## src/hdl/srdd_pkg.sv

```systemverilog
// ---------------------------------------------------------------------------
// srdd_pkg
// Types and constants for the scan reply distance decoder.
// ---------------------------------------------------------------------------
package srdd_pkg;

    localparam int BYTE_W  = 8;
    localparam int DIST_W  = 24;
    localparam int SIX_W   = 6;
    localparam int CFG_W   = 3;
    localparam int CNT_W   = 2;
    localparam int LINES_W = 3;

    localparam logic [BYTE_W-1:0]  LINE_FEED   = 8'h0A;
    localparam logic [BYTE_W-1:0]  CHAR_OFFSET = 8'h30;
    localparam logic [LINES_W-1:0] LINES_MAX   = 3'd7;

    localparam logic [CFG_W-1:0] HEADER_LINES_RESET    = 3'd3;
    localparam logic [CFG_W-1:0] CHARS_PER_VALUE_RESET = 3'd3;
    localparam logic [CFG_W-1:0] GROUP_MIN             = 3'd2;
    localparam logic [CFG_W-1:0] GROUP_MAX             = 3'd4;

    typedef enum logic [0:0] {
        REG_HEADER_LINES    = 1'b0,
        REG_CHARS_PER_VALUE = 1'b1
    } reg_index_t;

endpackage

```

## src/hdl/scan_reply_distance_decoder.sv

```systemverilog
// ---------------------------------------------------------------------------
// scan_reply_distance_decoder
// Decodes range scanner reply bytes into six-bit-per-character distances.
// ---------------------------------------------------------------------------
// channel   direction  payload
// s_axis    in         tdata[7:0] rx_byte
// m_axis    out        tdata[23:0] distance_mm, tlast frame_end
// cfg       in         cfg_index register, cfg_data[2:0] value
//
// One byte enters per cycle while the input side is not stalled; each byte is
// held in the input register and its result is then loaded into the result register.
// rst_n clears all decode state and restores header_lines = 3,
// chars_per_value = 3. A stalled output holds its transfer; the input side
// stalls only while the input register is full and the result is not taken.
// ---------------------------------------------------------------------------
module scan_reply_distance_decoder
(
    input  logic        clk,
    input  logic        rst_n,
    input  logic        s_axis_tvalid,
    output logic        s_axis_tready,
    input  logic [7:0]  s_axis_tdata,   // [7:0] rx_byte
    output logic        m_axis_tvalid,
    input  logic        m_axis_tready,
    output logic [23:0] m_axis_tdata,   // [23:0] distance_mm
    output logic        m_axis_tlast,   // frame_end
    input  logic        cfg_valid,
    output logic        cfg_ready,
    input  logic [0:0]  cfg_index,
    input  logic [2:0]  cfg_data
);

    logic [srdd_pkg::CFG_W-1:0]   header_lines_reg;
    logic [srdd_pkg::CFG_W-1:0]   chars_per_value_reg;

    logic                          in_valid_reg;
    logic [srdd_pkg::BYTE_W-1:0]   in_byte_reg;

    logic                          in_header_reg,     in_header_next;
    logic [srdd_pkg::LINES_W-1:0]  lines_skipped_reg, lines_skipped_next;
    logic                          held_valid_reg,    held_valid_next;
    logic [srdd_pkg::BYTE_W-1:0]   held_char_reg,     held_char_next;
    logic [srdd_pkg::DIST_W-1:0]   value_acc_reg,     value_acc_next;
    logic [srdd_pkg::CNT_W-1:0]    group_count_reg,   group_count_next;
    logic                          line_empty_reg,    line_empty_next;

    logic                          out_valid_reg;
    logic [srdd_pkg::DIST_W-1:0]   out_data_reg,      out_data_next;
    logic                          out_last_reg,      out_last_next;
    logic                          produce;

    logic                          advance;
    logic [srdd_pkg::CFG_W-1:0]    group_size;

    assign cfg_ready     = 1'b1;
    assign advance       = in_valid_reg && (!out_valid_reg || m_axis_tready);
    assign s_axis_tready = !in_valid_reg || advance;
    assign m_axis_tvalid = out_valid_reg;
    assign m_axis_tdata  = out_data_reg;
    assign m_axis_tlast  = out_last_reg;

    // clamp group size to 2..4
    always_comb
    begin
        priority if (chars_per_value_reg < srdd_pkg::GROUP_MIN)
            group_size = srdd_pkg::GROUP_MIN;
        else if (chars_per_value_reg > srdd_pkg::GROUP_MAX)
            group_size = srdd_pkg::GROUP_MAX;
        else
            group_size = chars_per_value_reg;
    end

    always_ff @(posedge clk or negedge rst_n)
    begin
        if (!rst_n)
        begin
            header_lines_reg    <= srdd_pkg::HEADER_LINES_RESET;
            chars_per_value_reg <= srdd_pkg::CHARS_PER_VALUE_RESET;
        end
        else if (cfg_valid && cfg_ready)
        begin
            unique case (srdd_pkg::reg_index_t'(cfg_index))
                srdd_pkg::REG_HEADER_LINES:    header_lines_reg    <= cfg_data;
                srdd_pkg::REG_CHARS_PER_VALUE: chars_per_value_reg <= cfg_data;
                default: ;
            endcase
        end
    end

    always_comb
    begin
        logic                        header_now;
        logic [srdd_pkg::LINES_W-1:0] lines_inc;
        logic [srdd_pkg::SIX_W-1:0]  six;
        logic [srdd_pkg::CNT_W:0]    cnt_inc;
        logic [srdd_pkg::BYTE_W-1:0] diff;
        logic                        is_lf;

        in_header_next     = in_header_reg;
        lines_skipped_next = lines_skipped_reg;
        held_valid_next    = held_valid_reg;
        held_char_next     = held_char_reg;
        value_acc_next     = value_acc_reg;
        group_count_next   = group_count_reg;
        line_empty_next    = line_empty_reg;
        produce            = 1'b0;
        out_data_next      = '0;
        out_last_next      = 1'b0;

        is_lf      = (in_byte_reg == srdd_pkg::LINE_FEED);
        header_now = in_header_reg && (lines_skipped_reg < header_lines_reg);
        lines_inc  = (lines_skipped_reg < srdd_pkg::LINES_MAX)
                   ? lines_skipped_reg + 1'b1 : lines_skipped_reg;
        diff       = held_char_reg - srdd_pkg::CHAR_OFFSET;
        six        = diff[srdd_pkg::SIX_W-1:0];
        cnt_inc    = {1'b0, group_count_reg} + 1'b1;

        if (header_now)
        begin
            if (is_lf)
            begin
                lines_skipped_next = lines_inc;
                if (lines_inc >= header_lines_reg)
                begin
                    in_header_next  = 1'b0;
                    line_empty_next = 1'b1;
                end
            end
        end
        else
        begin
            in_header_next = 1'b0;
            if (is_lf)
            begin
                if (line_empty_reg)
                begin
                    // empty line: emit end marker and re-arm
                    produce            = 1'b1;
                    out_last_next      = 1'b1;
                    in_header_next     = 1'b1;
                    lines_skipped_next = '0;
                    held_valid_next    = 1'b0;
                    held_char_next     = '0;
                    value_acc_next     = '0;
                    group_count_next   = '0;
                    line_empty_next    = 1'b1;
                end
                else
                begin
                    // drop the held check character
                    held_valid_next = 1'b0;
                    held_char_next  = '0;
                    line_empty_next = 1'b1;
                end
            end
            else
            begin
                if (held_valid_reg)
                begin
                    value_acc_next   = {value_acc_reg[srdd_pkg::DIST_W-srdd_pkg::SIX_W-1:0],
                                        six};
                    group_count_next = cnt_inc[srdd_pkg::CNT_W-1:0];
                    if (cnt_inc >= group_size)
                    begin
                        produce          = 1'b1;
                        out_data_next    = value_acc_next;
                        value_acc_next   = '0;
                        group_count_next = '0;
                    end
                end
                held_char_next  = in_byte_reg;
                held_valid_next = 1'b1;
                line_empty_next = 1'b0;
            end
        end
    end

    always_ff @(posedge clk or negedge rst_n)
    begin
        if (!rst_n)
        begin
            in_valid_reg      <= 1'b0;
            in_header_reg     <= 1'b1;
            lines_skipped_reg <= '0;
            held_valid_reg    <= 1'b0;
            held_char_reg     <= '0;
            value_acc_reg     <= '0;
            group_count_reg   <= '0;
            line_empty_reg    <= 1'b1;
            out_valid_reg     <= 1'b0;
        end
        else
        begin
            if (s_axis_tready)
                in_valid_reg <= s_axis_tvalid;
            if (advance)
            begin
                in_header_reg     <= in_header_next;
                lines_skipped_reg <= lines_skipped_next;
                held_valid_reg    <= held_valid_next;
                held_char_reg     <= held_char_next;
                value_acc_reg     <= value_acc_next;
                group_count_reg   <= group_count_next;
                line_empty_reg    <= line_empty_next;
            end
            if (advance)
                out_valid_reg <= produce;
            else if (m_axis_tready)
                out_valid_reg <= 1'b0;
        end
    end

    // payload registers
    always_ff @(posedge clk)
    begin
        if (s_axis_tready && s_axis_tvalid)
            in_byte_reg <= s_axis_tdata;
        if (advance && produce)
        begin
            out_data_reg <= out_data_next;
            out_last_reg <= out_last_next;
        end
    end

endmodule

```

## config.mk

```make
export PLATFORM = sky130hd
export DESIGN_NAME = scan_reply_distance_decoder
export DESIGN_NICKNAME = d
export VERILOG_FILES = /design/src/hdl/srdd_pkg.sv /design/src/hdl/scan_reply_distance_decoder.sv
export SDC_FILE = /design/constraint.sdc
export NUM_CORES = 1
export LEC_CHECK = 0
export ABC_AREA = 0
export BUFFER_PORTS_ARGS = -buffer_cell sky130_fd_sc_hd__buf_4
export CAP_MARGIN = 20
export CELL_PAD_IN_SITES_DETAIL_PLACEMENT = 1
export CELL_PAD_IN_SITES_GLOBAL_PLACEMENT = 1
export CORE_ASPECT_RATIO = 0.75
export CORE_MARGIN = 2
export CORE_UTILIZATION = 45
export CTS_CLUSTER_SIZE = 14
export DETAILED_ROUTE_END_ITERATION = 10
export GPL_TIMING_DRIVEN = 0
export PLACE_DENSITY = 0.77
export SETUP_SLACK_MARGIN = 0.02
export SYNTH_ARGS = -nofsm -noshare
export SYNTH_HDL_FRONTEND = slang
export SYNTH_SLANG_ARGS = --single-unit
```

## constraint.sdc

```tcl
create_clock -name clk -period 4.54 [get_ports clk]
set_input_delay 0.454 -clock clk [delete_from_list [all_inputs] [get_ports clk]]
set_output_delay 0.454 -clock clk [all_outputs]
set_load 0.1 [all_outputs]
```

== Word-level counts from Yosys, hierarchy flattened ==
Index checks and enable logic that the tools add are counted.
Operators by class
  equality and inequality tests: 4
  $lt $le $gt $ge: 6
  multiplexer cells: 32
  reductions and logical operators: 18
  add/sub/neg operators: 3
  bitwise operators: 4
Operator list (count)
  $mux W18: 4
  $mux W3: 7
  $mux W1: 16
  $eq A8 B4 Y1 const B: 1
  $mux W2: 4
  $ge A3 B3 Y1: 2
  $mux W6: 1
  $reduce_and A2 Y1: 3
  $reduce_and A3 Y1: 2
  $reduce_bool A2 Y1: 3
  $sub A6 B6 Y6 const B: 1
  $logic_and A1 B1 Y1: 4
  $ne A2 B2 Y1 const B: 2
  $not A1 Y1: 4
  $reduce_and A4 Y1: 1
  $reduce_or A4 Y1: 1
  $add A2 B1 Y3 const B: 1
  $add A3 B1 Y3 const B: 1
  $gt A3 B3 Y1 const B: 1
  $lt A3 B2 Y1 const B: 1
  $lt A3 B3 Y1: 1
  $lt A3 B3 Y1 const B: 1
  $logic_not A1 Y1: 2
  $logic_or A1 B1 Y1: 2
  $ne A2 B1 Y1 const B: 1
Word-level totals
  output and inout port bits: 28
  register bits: 73
  word-level logic and storage cells: 81

== Longest topological paths before layout ==
Gate-level depths: netlist of the first run.
  depth after elaboration: 9
  gate-level depth with buffers: 10
  mapped depth without buffers: 8

== Worst setup path after synthesis of the first run ==
OpenSTA, ideal clock, no wires.
  kind: reg2reg
  start: register group_count_reg[0] in the netlist's numbering
  end: register out_data_reg, in the netlist m_axis_tdata[0], enable pin
  stages on the path, launching flop included: 10
  slack: 1.301 ns
  period minus slack after synthesis: 3.239 ns
  data arrival time: 2.832 ns
  buffers on the path: 2
  cells stage by stage: dfrtp_1 ha_1 ha_1 nand2_1 o21ai_0 and3_1 buf_2 buf_2 nor2_1 nor2_1
Between the ends
  word-level cells in the longest chain between the ends: 7
Ends and longest elaborated chain
  start, declared: RTL line scan_reply_distance_decoder.sv:44  | logic [srdd_pkg::CNT_W-1:0] group_count_reg, group_count_next;
  start signal, assigned: RTL line scan_reply_distance_decoder.sv:203  | group_count_reg <= group_count_next;
  $add A2 B1 Y3: RTL line scan_reply_distance_decoder.sv:116  | cnt_inc = {1'b0, group_count_reg} + 1'b1;
  $ge A3 B3 Y1: RTL line scan_reply_distance_decoder.sv:163  | if (cnt_inc >= group_size)
  $mux W1: RTL line scan_reply_distance_decoder.sv:163
  $mux W1: RTL line scan_reply_distance_decoder.sv:158  | if (held_valid_reg)
  $mux W1: RTL line scan_reply_distance_decoder.sv:133  | if (is_lf)
  $mux W1: RTL line scan_reply_distance_decoder.sv:118  | if (header_now)
  $logic_and A1 B1 Y1: RTL line scan_reply_distance_decoder.sv:218  | if (advance && produce)
  end signal, assigned: RTL line scan_reply_distance_decoder.sv:220  | out_data_reg <= out_data_next;
  end, declared: RTL line scan_reply_distance_decoder.sv:48  | logic [srdd_pkg::DIST_W-1:0] out_data_reg, out_data_next;
Every way passes these cells.
A chain may end at the register's enable or synchronous reset.

== Final worst setup path of the first run ==
  start: register group_count_reg[0] in the netlist's numbering
  end: register out_data_reg, in the netlist m_axis_tdata[17], enable pin
Same word-level chain as after synthesis.

==> flow_metrics.env, run 1 <==
export IMPL_status="finished, final reports clean"
export IMPL_synth_avg_cell_area_um2=12.2
export IMPL_finalSetupTns_ns=0
export IMPL_r2r_start="group_count_reg[0]"
export IMPL_grt_pass1_wl_mm=11.3
export IMPL_drt_vias_per_instance=5.12
export IMPL_holdBufCountCts=0
export IMPL_cts_num_sinks=73
export IMPL_cts_tree="built"
export IMPL_antenna_cells=0
export IMPL_max_slew_worst_pin_slew_ns=0.532
export IMPL_p_per_area_mw_per_mm2=593
export IMPL_gp_congestion=0.751
export IMPL_ff_latch_area_mm2=0.00200
export IMPL_r2r_end="m_axis_tdata[17]"
export IMPL_cts_root_buf="clkbuf_8"
export IMPL_wire_per_inst_um=16.0
export IMPL_firstDrtPassIters=4
export IMPL_synthMuxAreaShare=0.0357
export IMPL_coreArea_mm2=0.00677
export IMPL_synth_xor_area_frac=0.00281
export IMPL_synth_nets=283
export IMPL_die_x_um=100
export IMPL_ys_warn_count=0
export IMPL_end_kind="register"
export IMPL_antenna_found_initial=0
export IMPL_fmax_mhz=324
export IMPL_chipHeight_um=76.1
export IMPL_regToRegSetupSlack_ns=1.45
export IMPL_synth_simple_area_share=0.170
export IMPL_routed_wl_mm=6.40
export IMPL_setup_viol=0
export IMPL_drt_initial_drc_count=65
export IMPL_ys_types=37
export IMPL_grtUsageMet3=0.0642
export IMPL_grt_met2_usage=0.319
export IMPL_vdd_ir_drop_max_mv=0.264
export IMPL_synth_top_family_by_area="simple AND/OR/NAND/NOR gates"
export IMPL_worst_slack_ns=1.45
export IMPL_cts_resized=0
export IMPL_grt_max_degree=41
export IMPL_fillers=726
export IMPL_layout_commonest_cell="nand2_1"
export IMPL_critPathLaunchType="register"
export IMPL_syn_area_mm2=0.00312
export IMPL_hold_viol=0
export IMPL_arrival_ns=3.13
export IMPL_crit_type="register to register"
export IMPL_cap_violations=0
export IMPL_required_ns=4.59
export IMPL_drc_errors=0
export IMPL_ys_seq_area_frac=0.641
export IMPL_grtUsageMet1=0.246
export IMPL_period_minus_slack_ns=3.09
export IMPL_vias=2047
export IMPL_num_rows=26
export IMPL_largest_register_ff_count=24
export IMPL_ctsLongestPathBuffers=2
export IMPL_skew_ns=0.00718
export IMPL_finalCritPeriodShare=0.680
export IMPL_clk_latency_ns=0.35
export IMPL_pre_cts_ws_ns=1.43
export IMPL_slew_violations=0
export IMPL_maxSlewHeadroom=0.645
export IMPL_top_usage_layer="met2"
export IMPL_overflow=0
export IMPL_synth_seq_cells=73
export IMPL_grt_pass1_vias=2279
export IMPL_dieArea_mm2=0.00762
export IMPL_post_cts_setup_buffers=0
export IMPL_hold_ws_ns=0.0847
export IMPL_drive_gt1_frac=0.285
export IMPL_cts_buffers=9
export IMPL_synth_compound_area_share=0.0830
export IMPL_cp_max_fo=20
export IMPL_postSynthCellCount=256
export IMPL_synthAdderAreaFrac=0.0401
export IMPL_multi_input_area_mm2=0.00104
export IMPL_hpwl_mm=4.52
export IMPL_portBuffers=43
export IMPL_clk_pin_slew_ns=0.08
export IMPL_rsz0062_at_grt="no"
export IMPL_final_cell_mix="nand2_1, buf_4, dfrtp_1, edfxtp_1, o21ai_0"
export IMPL_final_antenna_net_count=0
export IMPL_area_delta_synth_final_pct=21.3
export IMPL_floorplan_initialDensity=0.461
export IMPL_hold_path_class="input port to async pin"
export IMPL_ioPinCount=45
export IMPL_grt_util_all_layers=0.193
export IMPL_h_tree_depth=3
export IMPL_p_leak_nw=1.66
export IMPL_nNetsFinal=338
export IMPL_reg2regPathDepth=10
==> cell usage after synthesis <==
master / number / area, µm²
buf_4: 1 / 7.51
nor2_1: 6 / 22.5
inv_1: 5 / 18.8
nand2b_1: 4 / 25.0
o31ai_1: 2 / 15.0
nor2_2: 1 / 6.26
dfrtp_1: 34 / 851
mux2_2: 9 / 101
clkbuf_2: 2 / 10.0
a21oi_1: 3 / 15.0
conb_1: 1 / 3.75
o211ai_2: 1 / 12.5
buf_6: 1 / 11.3
buf_2: 5 / 25.0
xnor2_1: 1 / 8.76
clkbuf_1: 2 / 7.51
o21ai_1: 1 / 5.00
a211o_1: 1 / 8.76
nor3_1: 1 / 5.00
or3_1: 1 / 6.26
and3_1: 4 / 25.0
mux2i_1: 1 / 10.0
nor2b_1: 5 / 31.3
nand3b_1: 1 / 7.51
o2111ai_2: 1 / 15.0
dfstp_2: 6 / 158
a22o_1: 3 / 26.3
a21boi_1: 1 / 7.51
a21o_1: 1 / 7.51
and2_1: 25 / 156
nor4b_4: 2 / 47.6
a21boi_0: 1 / 7.51
ha_1: 10 / 125
o21ai_0: 26 / 130
edfxtp_1: 33 / 991
a31o_2: 1 / 8.76
nand2_1: 53 / 199
==> routing by layer <==
metal | vias to the layer above | share of wire
met5 | - | 0
met4 | 0 | 0.0086
met3 | 6 | 0.042
met2 | 40 | 0.50
met1 | 1013 | 0.45
li1 | 988 | -
==> power breakdown <==
| part | internal [mW] | switching [mW] |
|---|---|---|
| sequential | 0.866 | 0.103 |
| clock | 0.324 | 0.237 |
| combinational | 0.218 | 0.498 |
==> worst max path at each step <==
stage                                   from               end  slack, ns  cells past startpoint
after global placement    group_count_reg[0]  m_axis_tdata[19]       0.46                      9
after floorplan           group_count_reg[0]   m_axis_tdata[0]       1.30                      9
after detailed placement  group_count_reg[0]  m_axis_tdata[19]       1.43                     10
final                     group_count_reg[0]  m_axis_tdata[17]       1.45                     10
after global routing      group_count_reg[0]   m_axis_tdata[8]       1.15                     10
after CTS                 group_count_reg[0]   m_axis_tdata[8]       1.38                     10
==> kinds of logic (layout without fill, tap and decap cells) <==
kind of cell    after synthesis  after routing
fa+ha+maj                    10             10
xor+xnor                      1              1
simple gates                103            103
mux                          10             10
buf+inv                      16             76
flops                        73             73
other cells                   1              1
compound gates               42             42
==> worst max-delay path, stage by stage (launching register included) <==
cell and delay [ns]:
dfrtp_1 0.42, ha_1 0.33, ha_1 0.29, nand2_1 0.05, o21ai_0 0.37, and3_1 0.22
buf_2 0.17, buf_2 0.23, nor2_1 0.09, nor2_2 0.34, buf_8 0.25
==> per-stage QoR <==
stage	util	std cells	power (mW)	instance area (µm²)
final	0.559	400	2.24	3780
after global routing	0.559	400	2.39	3780
after CTS	0.559	400	2.27	3780
after detailed placement	0.527	384	1.70	3560
after global placement	0.524	383	1.66	3550
after floorplan	-	256	1.48	3120
==> cell type report <==
class                           count  share of cell area
Clock buffer                       11              0.0374
Tap cell                           84              0.0278
Timing Repair Buffer               44              0.0893
Multi-Input combinational cell    167               0.275
Buffer                             11              0.0162
Inverter                            5             0.00496
Sequential cell                    73               0.528
Clock inverter                      5              0.0208
No activity file was read; power rests on OpenSTA's default activity.
==> run 2, diff against run 1 <==
--- a/config.mk
+++ b/config.mk
@@ -12,11 +12,11 @@
 export CELL_PAD_IN_SITES_GLOBAL_PLACEMENT = 1
 export CORE_ASPECT_RATIO = 0.75
 export CORE_MARGIN = 2
-export CORE_UTILIZATION = 45
+export CORE_UTILIZATION = 41
 export CTS_CLUSTER_SIZE = 14
 export DETAILED_ROUTE_END_ITERATION = 10
 export GPL_TIMING_DRIVEN = 0
-export PLACE_DENSITY = 0.77
+export PLACE_DENSITY = 0.74
 export SETUP_SLACK_MARGIN = 0.02
 export SYNTH_ARGS = -nofsm -noshare
 export SYNTH_HDL_FRONTEND = slang
==> constraint.sdc (replaced) <==
create_clock -name clk -period 2.8 [get_ports clk]
set_input_delay 0.28 -clock clk [delete_from_list [all_inputs] [get_ports clk]]
set_output_delay 0.28 -clock clk [all_outputs]
set_load 0.1 [all_outputs]
==> flow_metrics.env, run 2 (synthesized netlist as in run 1, its figures left out) <==
export IMPL_status="finished, final reports clean"
export IMPL_p_total_mw=3.57
export IMPL_final_cell_area_mm2=0.00385
export IMPL_cts_tree="built"
export IMPL_dieArea_mm2=0.00833
export IMPL_min_from="s_axis_tdata[3]"
export IMPL_largest_register_ff_count=24
export IMPL_intPower_mw=2.20
export IMPL_required_ns=2.90
export IMPL_finalCritPeriodShare=0.949
export IMPL_grt_max_degree=41
export IMPL_h_tree_depth=3
export IMPL_p_comb_frac=0.334
export IMPL_drc_errors=0
export IMPL_drive_gt1_frac=0.297
export IMPL_swShare=0.384
export IMPL_drt_initial_drc_count=53
export IMPL_cp_max_fo=13
export IMPL_grt_pass1_wl_mm=10.5
export IMPL_routed_wl_mm=6.27
export IMPL_p_seq_frac=0.441
export IMPL_coreArea_mm2=0.00736
export IMPL_period_minus_slack_ns=2.66
export IMPL_num_rows=27
export IMPL_end_kind="register"
export IMPL_wire_per_inst_um=14.9
export IMPL_fillers=814
export IMPL_ctsLongestPathBuffers=2
export IMPL_gp_congestion=0.722
export IMPL_ioPinCount=45
export IMPL_clk_pin_slew_ns=0.07
export IMPL_crit_type="register to register"
export IMPL_skew_ns=0.00967
export IMPL_r2r_start="header_lines_reg[1]"
export IMPL_placed_area_mm2=0.00358
export IMPL_fmax_mhz=376
export IMPL_hpwl_mm=4.45
export IMPL_dp_cells=400
export IMPL_antenna_cells=0
export IMPL_maxSlewHeadroom=0.654
export IMPL_rsz0062_at_grt="no"
export IMPL_setup_viol=0
export IMPL_p_sw_mw=1.37
export IMPL_pwr_share_clk=0.225
export IMPL_grt_pass1_vias=2222
export IMPL_finalSetupTns_ns=0
export IMPL_final_cell_mix="nand2_1, buf_4, dfrtp_1, edfxtp_1"
export IMPL_antenna_found_initial=0
export IMPL_p_per_area_mw_per_mm2=926
export IMPL_grt_util_all_layers=0.165
export IMPL_hold_viol=0
export IMPL_finalNonFillerCells=421
export IMPL_firstDrtPassIters=4
export IMPL_worstSetupStartpoint="header_lines_reg[1]"
export IMPL_vdd_ir_drop_max_mv=0.445
export IMPL_cap_violations=0
export IMPL_chipHeight_um=79.5
export IMPL_p_leak_nw=1.66
export IMPL_arrival_ns=2.76
export IMPL_max_slew_worst_pin_slew_ns=0.519
export IMPL_clk_latency_ns=0.34
export IMPL_cts_num_sinks=73
export IMPL_overflow=0
export IMPL_final_antenna_net_count=0
export IMPL_floorplan_initialDensity=0.424
export IMPL_area_delta_synth_final_pct=23.5
export IMPL_ff_latch_area_mm2=0.00200
export IMPL_nNetsFinal=342
export IMPL_cts_buffers=9
export IMPL_die_x_um=105
export IMPL_critPathLaunchType="register"
export IMPL_hold_path_class="input port to register"
export IMPL_slew_violations=0
export IMPL_multi_input_area_mm2=0.00107
export IMPL_portBuffers=43
export IMPL_drt_vias_per_instance=4.89
export IMPL_layout_commonest_cell="nand2_1"
export IMPL_cts_root_buf="clkbuf_8"
export IMPL_vias=2057
==> run 2: final timing paths <==
check	endpoint	slack (ns)	depth (start not counted)
worst max-delay path	m_axis_tlast	0.14	10
worst min-delay path	in_byte_reg[3]	0.11	1
worst max register to register	m_axis_tlast	0.14	10
worst min register to register	value_acc_reg[16]	0.47	2
max in group asynchronous	header_lines_reg[0]	1.97	2
min in group asynchronous	lines_skipped_reg[0]	0.45	2
==> run 2: cell type report <==
cell class / instances / area share
Sequential cell: 73 / 0.519
Inverter: 5 / 0.00487
Tap cell: 101 / 0.0328
Clock buffer: 9 / 0.0322
Multi-Input combinational cell: 168 / 0.279
Clock inverter: 7 / 0.0179
Buffer: 11 / 0.0159
Timing Repair Buffer: 47 / 0.0987
==> run 2: critical path: stages (launching register included) <==
cell and delay [ns]:
dfstp_2 0.52, inv_1 0.07, ha_1 0.30, nand2_1 0.11
o2111ai_4 0.20, and3_1 0.23, buf_2 0.16, buf_2 0.20
nor2_1 0.39, nor2_4 0.08, buf_12 0.16
==> run 2: layer usage <==
metal	part of all wire	GRT usage
met1	0.44	0.193
met2	0.51	0.300
met3	0.038	0.0457
met4	0.0093	0.0480
met5	0	0
==> run 2: repair_timing <==
| item | in CTS | in global routing |
|---|---|---|
| resized for setup | 2 | 2 |
| buffers inserted | 3 | 0 |
| endpoints found under the setup margin | 25 | 25 |
| hold buffers | 1 | 0 |
| gates cloned | 1 | 0 |
| hold endpoints to repair | 34 | 0 |
| pin swaps | 2 | 0 |
==> run 2: power groups by stage <==
stage,Combinational (mW),Clock [mW],Sequential (mW)
3_5_place_dp,1.15,0,1.60
2_1_floorplan,0.589,0,1.82
5_1_grt,1.32,0.867,1.61
4_1_cts,1.20,0.823,1.57
6_report,1.19,0.803,1.57
3_3_place_gp,1.11,0,1.58
==> run 2: metrics by stage <==
step	hold WS [ns]	setup WS, ns	util
floorplan	-0.0156	0.0448	-
global placement	0.292	-0.263	0.486
detailed placement	0.295	-0.327	0.486
CTS	0.0973	0.0248	0.521
global route	0.0888	0.0210	0.523
finish	0.112	0.143	0.523
==> run 3, diff against run 2 <==
--- a/config.mk
+++ b/config.mk
@@ -5,18 +5,18 @@
 export SDC_FILE = /design/constraint.sdc
 export NUM_CORES = 1
 export LEC_CHECK = 0
-export ABC_AREA = 0
+export ABC_AREA = 1
 export BUFFER_PORTS_ARGS = -buffer_cell sky130_fd_sc_hd__buf_4
 export CAP_MARGIN = 20
 export CELL_PAD_IN_SITES_DETAIL_PLACEMENT = 1
 export CELL_PAD_IN_SITES_GLOBAL_PLACEMENT = 1
 export CORE_ASPECT_RATIO = 0.75
-export CORE_MARGIN = 2
-export CORE_UTILIZATION = 41
+export CORE_MARGIN = 5
+export CORE_UTILIZATION = 40
 export CTS_CLUSTER_SIZE = 14
 export DETAILED_ROUTE_END_ITERATION = 10
 export GPL_TIMING_DRIVEN = 0
-export PLACE_DENSITY = 0.74
+export PLACE_DENSITY = 0.75
 export SETUP_SLACK_MARGIN = 0.02
 export SYNTH_ARGS = -nofsm -noshare
 export SYNTH_HDL_FRONTEND = slang
==> flow_metrics.env, run 3 <==
export IMPL_fillers=965
export IMPL_intPower_mw=2.71
export IMPL_hold_path_class="input port to register"
export IMPL_slew_violations=0
export IMPL_ctsLongestPathBuffers=2
export IMPL_portBuffers=43
export IMPL_grt_max_degree=41
export IMPL_critPathSlowestCell="dfrtp_1"
export IMPL_finalSetupTns_ns=0
export IMPL_cts_tree="built"
export IMPL_drt_vias_per_instance=4.85
export IMPL_firstDrtPassIters=5
export IMPL_p_comb_frac=0.416
export IMPL_p_leak_nw=2.07
export IMPL_placed_area_mm2=0.00393
export IMPL_final_antenna_net_count=0
export IMPL_p_seq_frac=0.342
export IMPL_cts_root_buf="clkbuf_16"
export IMPL_wire_per_inst_um=14.8
export IMPL_p_per_area_mw_per_mm2=1130
export IMPL_worst_slack_ns=0.217
export IMPL_finalCritPeriodShare=0.922
export IMPL_skew_ns=0.00361
export IMPL_antenna_cells=0
export IMPL_synth_common_cells="nand2_1, nor2_1, nand3_1, inv_1, dfrtp_1"
export IMPL_nNetsFinal=462
export IMPL_num_rows=29
export IMPL_critPathLaunchType="register"
export IMPL_worst_path_dominant_cell_family="simple AND/OR/NAND/NOR gates"
export IMPL_swShare=0.433
export IMPL_drt_initial_drc_count=95
export IMPL_ys_types=25
export IMPL_postSynthCellCount=379
export IMPL_vias=2656
export IMPL_ys_seq_area_frac=0.576
export IMPL_ys_warn_count=0
export IMPL_floorplan_initialDensity=0.410
export IMPL_drive_gt1_frac=0.236
export IMPL_hpwl_mm=5.74
export IMPL_grt_util_all_layers=0.158
export IMPL_min_path_cells=1
export IMPL_coreArea_mm2=0.00845
export IMPL_cts_buffers=9
export IMPL_drc_errors=0
export IMPL_h_tree_depth=3
export IMPL_fmax_mhz=387
export IMPL_die_x_um=118
export IMPL_area_delta_synth_final_pct=22.4
export IMPL_max_stage_delay_ns=0.42
export IMPL_cp_depth=10
export IMPL_synth_seq_cells=73
export IMPL_end_kind="register"
export IMPL_max_slew_worst_pin_slew_ns=0.547
export IMPL_final_cell_mix="nand2_1, nor2_1, nand3_1, inv_1, buf_4"
export IMPL_syn_area_mm2=0.00347
export IMPL_p_sw_mw=2.07
export IMPL_period_minus_slack_ns=2.58
export IMPL_required_ns=2.79
export IMPL_synth_ff_type="dfrtp_1"
export IMPL_rsz0062_at_grt="no"
export IMPL_cap_violations=0
export IMPL_clk_latency_ns=0.34
export IMPL_setup_viol=0
export IMPL_crit_chain="ha_1, ha_1, nand2_1, inv_1, nand2_1, nand2_1, nand2_1, nand2_1, nand4_1, clkinvlp_4"
export IMPL_hold_viol=0
export IMPL_cp_common_cell="nand2_1"
export IMPL_antenna_found_initial=0
export IMPL_gp_congestion=0.788
export IMPL_arrival_ns=2.57
export IMPL_routed_wl_mm=8.10
export IMPL_yosysTopAreaCellShare=0.286
export IMPL_layout_commonest_cell="nand2_1"
export IMPL_largest_register_ff_count=24
export IMPL_synth_nets=406
export IMPL_finalNonFillerCells=548
export IMPL_maxSlewHeadroom=0.636
export IMPL_synth_area_leader_cell="edfxtp_1"
export IMPL_synth_most_common_cell="nand2_1"
export IMPL_ioPinCount=45
export IMPL_grt_pass1_wl_mm=13.6
export IMPL_vdd_ir_drop_max_mv=0.541
export IMPL_crit_type="register to register"
export IMPL_final_cell_area_mm2=0.00425
export IMPL_grt_pass1_vias=2803
export IMPL_dieArea_mm2=0.0107
export IMPL_pwr_share_clk=0.242
export IMPL_status="finished, final reports clean"
export IMPL_synth_edf_count=33
export IMPL_dp_cells=530
export IMPL_path_buf_inv=2
export IMPL_synthTopCellsByArea="edfxtp_1, dfrtp_1, nand2_1, nand3_1, nor2_1"
export IMPL_synth_async_reset_ratio=0.548
export IMPL_cts_num_sinks=73
export IMPL_chipHeight_um=90.7
export IMPL_pre_cts_ws_ns=-0.0614
export IMPL_ff_latch_area_mm2=0.00200
export IMPL_final_util=0.502
export IMPL_synth_avg_cell_area_um2=9.15
export IMPL_reg2regPathDepth=10
export IMPL_multi_input_area_mm2=0.00116
export IMPL_clk_pin_slew_ns=0.05
export IMPL_overflow=0
export IMPL_cp_max_fo=12
==> run 3: changes by cell type after synthesis, sizes merged, moves of 8 or more <==
cell | before | now
inv | 5 | 50
mux2 | 9 | 0
buf | 7 | 15
and2 | 25 | 0
nand3 | 0 | 48
o21ai | 27 | 14
nand2 | 53 | 101
nor2 | 7 | 56
==> run 3: through the flow <==
| stage | hold slack (ns) | power [mW] |
|---|---|---|
| 6_report | 0.120 | 4.78 |
| 3_3_place_gp | 0.301 | 3.56 |
| 3_5_place_dp | 0.298 | 3.64 |
| 4_1_cts | 0.108 | 4.83 |
| 5_1_grt | 0.110 | 5.06 |
| 2_1_floorplan | -0.0156 | 3.16 |
==> run 3: worst paths after layout <==
path                            slack [ns]              endpoint                from
worst max-delay path                  0.22      m_axis_tdata[23]  group_count_reg[0]
worst max register to register        0.22      m_axis_tdata[23]  group_count_reg[0]
min in group asynchronous             0.47  lines_skipped_reg[0]               rst_n
worst min-delay path                  0.12        in_byte_reg[1]     s_axis_tdata[1]
max in group asynchronous             1.94         in_header_reg               rst_n
worst min register to register        0.48     value_acc_reg[12]   value_acc_reg[12]
==> run 3: worst register-to-register path: cells and delay by family, from the launching register on <==
kind | cells | cell delay (ns)
adders and majority gates | 2 | 0.63
buffers and inverters | 2 | 0.46
DFF | 1 | 0.42
and+or+nand+nor | 6 | 0.71
==> run 3: cell families after synthesis <==
group | after synthesis | share of synthesized area
fa+ha+maj | 10 | 0.0361
simple gates | 210 | 0.271
compound gates | 18 | 0.0270
other cells | 1 | 0.00108
buf+inv | 67 | 0.0883
flops | 73 | 0.576
==> run 3: repair_timing <==
item                                    in CTS  in global routing
endpoints found under the setup margin      25                 25
buffers inserted                             0                  0
cloned                                       0                  1
gates resized for setup                      1                  1
hold buffers                                 1                  0
hold endpoints to repair                    34                  0
==> run 3: power by group through the flow <==
stage	combinational (mW)	clock (mW)	sequential [mW]
floorplan	0.883	0	2.28
global placement	1.92	0	1.64
detailed placement	1.98	0	1.65
CTS	2.01	1.19	1.64
global route	2.16	1.23	1.67
finish	1.99	1.16	1.63
==> run 3: per-layer routing <==
metal	global-route usage	vias up	share of wire
li1	-	1313	-
met5	0	-	0
met4	0.0487	0	0.016
met1	0.199	1280	0.45
met3	0.0482	12	0.046
met2	0.261	51	0.49
==> run 3: area by class of cell <==
cell class              instances  share of cell area
repair buffers                 44              0.0784
clock buffers                  13              0.0613
clock inverters                 3             0.00913
plain buffers                  17              0.0280
well taps                     108              0.0318
inverters                      50              0.0451
multi-input cells             239               0.274
repair inverters                1             0.00177
flip-flops and latches         73               0.471
